$ cat src/sv/lpd_pkg.sv
package lpd_pkg;

	localparam int BUFFER_DEPTH_DEFAULT = 64;

	localparam int CFG_INDEX_W = 1;
	localparam int CFG_DATA_W  = 8;

	localparam logic [CFG_INDEX_W-1:0] REG_FORWARD_TYPE    = 1'b0;
	localparam logic [CFG_INDEX_W-1:0] REG_TERMINATOR_BYTE = 1'b1;

	localparam logic [7:0] FORWARD_TYPE_RESET    = 8'h01;
	localparam logic [7:0] TERMINATOR_BYTE_RESET = 8'h0a;
	localparam logic [7:0] FRAME_LENGTH_RESET    = 8'h01;

	typedef enum logic [2:0] {
		S_IDLE = 3'b001,
		S_READ = 3'b010,
		S_SEND = 3'b100
	} state_t;

	typedef enum logic [1:0] {
		L_IDLE = 2'b01,
		L_LOAD = 2'b10
	} load_t;

endpackage

$ cat src/sv/lpd_ram.sv
module lpd_ram #(
	parameter int WIDTH = 8,
	parameter int DEPTH = 64
) (
	input  logic                     clk,
	input  logic                     wr_en,
	input  logic [$clog2(DEPTH)-1:0] wr_addr,
	input  logic [WIDTH-1:0]         wr_data,
	input  logic                     rd_en,
	input  logic [$clog2(DEPTH)-1:0] rd_addr,
	output logic [WIDTH-1:0]         rd_data
);

	logic [WIDTH-1:0] mem_q [DEPTH];
	logic [WIDTH-1:0] rd_data_q;

	always_ff @(posedge clk) begin
		if (wr_en) begin
			mem_q[wr_addr] <= wr_data;
		end
		if (rd_en) begin
			rd_data_q <= mem_q[rd_addr];
		end
	end

	assign rd_data = rd_data_q;

endmodule

$ cat src/sv/length_prefixed_packet_deframer.sv
// Channel   | Handshake           | Payload
// rx        | rx_valid / rx_ready | rx_byte[7:0]
// tx        | tx_valid / tx_ready | tx_byte[7:0], last_byte
// cfg       | cfg_we (no wait)    | cfg_index, cfg_data[7:0]
//
// rx_ready is high whenever no frame is being forwarded.
// A forwarding frame of n stored bytes sends bytes 1 to n-1 (not the type byte); each
// byte is read from the RAM, loaded into the output register, then transferred on tx.
// Reset clears fill count and sync flag and sets frame length and the config registers
// to their reset values; the store, type and output registers are not reset.
// A stall on tx holds the output register and the sequencer; rx stays closed meanwhile.
module length_prefixed_packet_deframer #(
	parameter int BUFFER_DEPTH = lpd_pkg::BUFFER_DEPTH_DEFAULT
) (
	input  logic                               clk,
	input  logic                               arst_n,
	input  logic                               rx_valid,
	output logic                               rx_ready,
	input  logic [7:0]                         rx_byte,
	output logic                               tx_valid,
	input  logic                               tx_ready,
	output logic [7:0]                         tx_byte,
	output logic                               last_byte,
	input  logic                               cfg_we,
	input  logic [lpd_pkg::CFG_INDEX_W-1:0]    cfg_index,
	input  logic [lpd_pkg::CFG_DATA_W-1:0]     cfg_data
);

	import lpd_pkg::*;

	localparam int AW = $clog2(BUFFER_DEPTH);
	localparam int FW = $clog2(BUFFER_DEPTH + 1);
	localparam int CW = (FW > 8) ? FW : 8;

	state_t        state_q;
	load_t         load_q;
	logic [7:0]    forward_type_q;
	logic [7:0]    terminator_q;
	logic [FW-1:0] fill_q;
	logic [FW-1:0] fill_n;
	logic [7:0]    len_q;
	logic [7:0]    len_n;
	logic [7:0]    type_q;
	logic [7:0]    type_n;
	logic          awaiting_q;
	logic          awaiting_n;
	logic [AW-1:0] idx_q;
	logic [7:0]    tx_byte_q;
	logic          last_q;

	logic          rx_acc;
	logic          tx_acc;
	logic          store_ok;
	logic          is_term;
	logic          match;
	logic          emit;
	logic          rd_en;
	logic [AW-1:0] rd_addr;
	logic [7:0]    rd_data;
	logic          idx_last;

	assign rx_ready = (state_q == S_IDLE);
	assign tx_valid = (state_q == S_SEND) && (load_q == L_IDLE);
	assign rx_acc   = rx_valid && rx_ready;
	assign tx_acc   = tx_valid && tx_ready;
	assign tx_byte  = tx_byte_q;
	assign last_byte = last_q;

	always_comb begin
		store_ok = !awaiting_q && (fill_q < FW'(BUFFER_DEPTH)) && (CW'(fill_q) < CW'(len_q));
		if (awaiting_q) begin
			fill_n = '0;
			len_n  = rx_byte;
		end else begin
			fill_n = store_ok ? fill_q + FW'(1) : fill_q;
			len_n  = len_q;
		end
		type_n     = (store_ok && (fill_q == '0)) ? rx_byte : type_q;
		is_term    = (rx_byte == terminator_q);
		match      = (CW'(fill_n) == CW'(len_n));
		emit       = is_term && match && (fill_n >= FW'(2)) && (type_n == forward_type_q);
		awaiting_n = is_term && (match || (fill_n >= FW'(BUFFER_DEPTH)));
	end

	assign idx_last = ((FW'(idx_q) + FW'(1)) == fill_q);

	always_comb begin
		rd_en   = 1'b0;
		rd_addr = idx_q;
		case (state_q)
			S_READ: begin
				rd_en = 1'b1;
			end
			S_SEND: begin
				if (tx_acc && !last_q) begin
					rd_en   = 1'b1;
					rd_addr = idx_q + AW'(1);
				end
			end
			default: begin
				rd_en = 1'b0;
			end
		endcase
	end

	lpd_ram #(
		.WIDTH (8),
		.DEPTH (BUFFER_DEPTH)
	) u_store (
		.clk     (clk),
		.wr_en   (rx_acc && store_ok),
		.wr_addr (fill_q[AW-1:0]),
		.wr_data (rx_byte),
		.rd_en   (rd_en),
		.rd_addr (rd_addr),
		.rd_data (rd_data)
	);

	always_ff @(posedge clk or negedge arst_n) begin
		if (!arst_n) begin
			state_q        <= S_IDLE;
			load_q         <= L_IDLE;
			forward_type_q <= FORWARD_TYPE_RESET;
			terminator_q   <= TERMINATOR_BYTE_RESET;
			fill_q         <= '0;
			len_q          <= FRAME_LENGTH_RESET;
			awaiting_q     <= 1'b0;
			idx_q          <= '0;
		end else begin
			if (cfg_we) begin
				case (cfg_index)
					REG_FORWARD_TYPE:    forward_type_q <= cfg_data;
					REG_TERMINATOR_BYTE: terminator_q   <= cfg_data;
					default: begin
					end
				endcase
			end
			case (state_q)
				S_IDLE: begin
					if (rx_acc) begin
						fill_q     <= fill_n;
						len_q      <= len_n;
						awaiting_q <= awaiting_n;
						if (emit) begin
							idx_q   <= AW'(1);
							state_q <= S_READ;
						end
					end
				end
				S_READ: begin
					load_q  <= L_LOAD;
					state_q <= S_SEND;
				end
				S_SEND: begin
					if (load_q == L_LOAD) begin
						load_q <= L_IDLE;
					end else if (tx_acc) begin
						if (last_q) begin
							state_q <= S_IDLE;
						end else begin
							idx_q  <= idx_q + AW'(1);
							load_q <= L_LOAD;
						end
					end
				end
				default: begin
					state_q <= S_IDLE;
				end
			endcase
		end
	end

	always_ff @(posedge clk) begin
		if (rx_acc) begin
			type_q <= type_n;
		end
		if (load_q == L_LOAD) begin
			tx_byte_q <= rd_data;
			last_q    <= idx_last;
		end
	end

`ifndef NO_ASSERTIONS
	a_rx_tx_exclusive: assert property (@(posedge clk) disable iff (!arst_n)
		!(rx_ready && tx_valid))
		else $error("rx open while forwarding");

	a_fill_bound: assert property (@(posedge clk) disable iff (!arst_n)
		fill_q <= FW'(BUFFER_DEPTH))
		else $error("fill count beyond store depth");

	a_idx_in_frame: assert property (@(posedge clk) disable iff (!arst_n)
		(state_q == S_SEND) |-> ((idx_q != '0) && (FW'(idx_q) < fill_q)))
		else $error("forward index outside frame");

	a_last_ends: assert property (@(posedge clk) disable iff (!arst_n)
		(tx_acc && last_byte) |=> rx_ready)
		else $error("no return to reception after last byte");

	a_forward_sync: assert property (@(posedge clk) disable iff (!arst_n)
		(rx_acc && emit) |=> awaiting_q)
		else $error("forwarded frame without resync");
`endif

endmodule
$ cat config.mk
export PLATFORM = sky130hd
export DESIGN_NAME = length_prefixed_packet_deframer
export DESIGN_NICKNAME = d
export VERILOG_FILES = /design/src/sv/lpd_pkg.sv /design/src/sv/lpd_ram.sv /design/src/sv/length_prefixed_packet_deframer.sv
export SDC_FILE = /design/constraint.sdc
export NUM_CORES = 1
export LEC_CHECK = 0
export BUFFER_PORTS_ARGS = -buffer_cell sky130_fd_sc_hd__buf_2
export CAP_MARGIN = 10
export CELL_PAD_IN_SITES_DETAIL_PLACEMENT = 0
export CELL_PAD_IN_SITES_GLOBAL_PLACEMENT = 1
export CORE_ASPECT_RATIO = 0.8
export CORE_UTILIZATION = 40
export CTS_CLUSTER_SIZE = 28
export DETAILED_ROUTE_END_ITERATION = 10
export GPL_TIMING_DRIVEN = 0
export MAX_ROUTING_LAYER = met4
export PLACE_DENSITY = 0.67
export SYNTH_ARGS = -nofsm -noshare
export SYNTH_HDL_FRONTEND = slang
export SYNTH_SLANG_ARGS = --single-unit
$ cat constraint.sdc
create_clock -name clk -period 7.8 [get_ports clk]
set_input_delay 1.56 -clock clk [delete_from_list [all_inputs] [get_ports clk]]
set_output_delay 1.56 -clock clk [all_outputs]
set_load 0.01 [all_outputs]
==> impl_results.md <==
- CP arrival: 5.34 ns
- Crit start category: input port
- Crit-path max FO: 10
- Synth Instances: 1794
- Top Ports: 33
- Routed len/inst: 27.2 µm
- Routability cong.: 0.936
- Detailed-route DRC error count: 0
- Cell Pwr Density: 203 nW/µm²
- Cells on worst reg2reg path: 10
- Final WL: 77.9 mm
- Initial antenna violation count: 1
- Top_reg_cell synth: edfxtp_1
- Core area: 67400 µm²
- Num CTS Buffers: 59
- Cell taking the most area after synthesis: edfxtp_1
- Area Overhead vs Synth: 12.1%
- Register area share after synthesis: 63.0%
- CTS tree: yes
- R2R Path Start: idx_q[0]
- Run status: completed
- Maxcap violations: 0
- Insertion delay to the later sink of the worst-skew pair: 0.64 ns
- Worst Setup Path Type: input port to register
- Grt ovf: 0
- Setup bufs post-CTS: 0
- Vias in the first global route: 16769
- Initial Utilization: 40.5%
- Number of setup violations in the final report: 0
- Number of synthesized flops with an enable pin: 537
- Fillers: 5988
- Tot Pwr: 6.22 mW
- Yosys warnings: 0
- Drt via density: 5.93
- Clk pin slew, worst setup/hold paths: 0.06 ns
- Antenna Violating Nets Remaining: 0
- # port buffers: 32
- Leakage power: 9.19 nW
- Die area: 69400 µm²
- Layout cells sized above 1: 17.1%
- Post-synth cell types: 76
- Final Hold Fails: 0
- Bufs on Longest Clock Path: 3
- Setup TNS: 0 ns
- Post-DP HPWL: 53.2 mm
- Root Buffer: clkbuf_16
- RSZ-0062 raised after global routing: false
- Post-synth top cells: edfxtp_1 (537), mux2i_1 (318), nor2_1 (91), mux4_2 (90), clkbuf_1 (75)
- Reg-to-reg slack, setup: 2.97 ns
- Peak supply drop: 0.182 mV
- Worst EP required: 8.09 ns
- # clock sinks: 580
- Count leader, synth: edfxtp_1
- Critical path endpoint: u_store.rd_data[3]
- Post-cts gate resize count: 0
- Ant diodes: 0
- Initial drt markers: 1774
- H-tree Lvls: 2
- First-pass GRT wire length: 114 mm
- Share of the synthesized area in the top cell type: 59.0%
- Slew Viols, Final: 0
- Std cell rows: 85
- Synth Net Count: 1825
- Overall Global Routing Usage: 23.1%
- Fin crit share: 64.8%
- Largest net degree at the start of global routing: 70
- Setup Skew: 0.0233 ns
- Overall die height: 236 µm
- Post-CTS Hold Buffers: 0
- Worst Setup SP: tx_ready
- FF-to-FF End: u_store.rd_data[3]
- Die width: 294 µm
- Slew headroom: 16.5%
- Share of flip-flops with an asynchronous set or reset: 7.41%
- Mapped Area: 27300 µm²
- FMAX: 198 MHz
- Detailed-route via count: 16989
- Tmin final: 5.05 ns
- Nets: 1933
- Syn Area/Cell: 15.2 µm²
- Register bit total from synthesis: 580
- CP endpoint kind: register
- Min-Delay Path Class: register to register
- Worst-Margin Slew: 1.24 ns
- Area contributors post-synth: edfxtp_1 (59%), mux2i_1 (12%), mux4_2 (7.4%)
- Drt pass-1 iters: 7
==> worst max-delay path: stages <==
cell       delay (ns)
buf_2            0.14
nand4bb_1        0.21
nor3_2           0.35
xnor2_1          0.41
clkbuf_1         0.61
clkbuf_1         0.52
nor2_1           0.11
a21oi_1          0.34
o21ai_0          0.28
nor4_1           0.79
==> registers in the layout, indices dropped and copies added (netlist names), 2 cells and up <==
| signal | flops |
|---|---|
| u_store.mem_q | 512 |
| forward_type_q | 8 |
| len_q | 8 |
| terminator_q | 8 |
| tx_byte | 8 |
| type_q | 8 |
| u_store.rd_data | 8 |
| fill_q | 7 |
| idx_q | 6 |
| state_q | 3 |
| load_q | 2 |
==> cell families after synthesis <==
| kind of cell | after synthesis | synth area share [%] |
|---|---|---|
| mux | 445 | 20.6 |
| buf+inv | 139 | 2.12 |
| fa+ha+maj | 9 | 0.412 |
| xor+xnor | 39 | 1.28 |
| flops | 580 | 63.0 |
| simple gates | 335 | 6.31 |
| compound gates | 247 | 6.32 |
==> layer usage <==
layer / wire length, µm / share of wire (%) / track usage, % / vias to the layer above
met5: 0 / 0 / - / -
met4: 1290 / 1.7 / 4.43 / 0
met3: 6470 / 8.3 / 4.34 / 104
met2: 34200 / 44 / 33.3 / 650
met1: 35900 / 46 / 34.2 / 8819
li1: - / - / - / 7416
==> metrics by stage <==
| stage | setup slack, ns | hold WS [ns] | cell area (µm²) | utilization [%] | instances |
|---|---|---|---|---|---|
| after floorplan | 3.96 | 0.400 | 27300 | - | 1794 |
| after global placement | 2.11 | 0.402 | 28600 | 42.5 | 2739 |
| after detailed placement | 2.43 | 0.405 | 28800 | 42.7 | 2752 |
| after CTS | 2.97 | 0.419 | 30600 | 45.4 | 2862 |
| after global routing | 2.69 | 0.428 | 30600 | 45.4 | 2864 |
| final | 2.75 | 0.417 | 30600 | 45.4 | 2864 |
==> power breakdown <==
part	total (mW)	switching [mW]	internal, mW
logic	0.109	0.0775	0.0315
clock network	2.69	1.25	1.44
registers	3.42	0.0109	3.41
==> cells in the final DEF (no fill, tap or decap), drive strengths merged, types with 4 or more instances in the layout <==
master | Yosys | layout
mux2 | 37 | 37
o22a | 10 | 10
nand4 | 5 | 5
nor2b | 41 | 41
xnor2 | 28 | 28
o22ai | 42 | 42
o21ai | 40 | 40
clkinv | 3 | 40
nand3 | 30 | 30
o221ai | 4 | 4
clkbuf | 75 | 141
mux4 | 90 | 90
buf | 44 | 90
mux2i | 318 | 318
xor2 | 11 | 11
nand3b | 4 | 4
ha | 9 | 9
dfrtp | 37 | 37
or2 | 6 | 6
nor4 | 17 | 17
nor2 | 92 | 92
nand2 | 53 | 53
clkinvlp | 0 | 5
a2111oi | 38 | 38
a31oi | 14 | 14
edfxtp | 537 | 537
dfstp | 6 | 6
a21oi | 40 | 40
a21o | 5 | 5
or4 | 4 | 4
nand2b | 7 | 7
nor3 | 49 | 49
nor3b | 5 | 5
a311oi | 25 | 25
o2111ai | 4 | 4
a211oi | 7 | 7
inv | 17 | 19
==> worst min path at each step <==
stage / slack, ns / start / cells past startpoint / to
after floorplan: 0.40 / u_store.rd_data[0] / 0 / tx_byte[0]
after global placement: 0.40 / u_store.rd_data[4] / 0 / tx_byte[4]
after detailed placement: 0.40 / u_store.rd_data[0] / 0 / tx_byte[0]
after CTS: 0.42 / u_store.rd_data[0] / 0 / tx_byte[0]
after global routing: 0.43 / u_store.rd_data[6] / 0 / tx_byte[6]
final: 0.42 / u_store.rd_data[6] / 0 / tx_byte[6]
==> cell type report <==
class	instances	area [µm²]	area share [%]
plain buffers	119	503	1.64
clock buffers	65	1520	4.96
clock inverters	45	294	0.960
inverters	20	75.1	0.245
multi-input cells	1075	9580	31.3
flip-flops and latches	580	17200	56.2
well taps	913	1140	3.73
repair buffers	47	317	1.03
No activity file was read; power rests on OpenSTA's default activity.
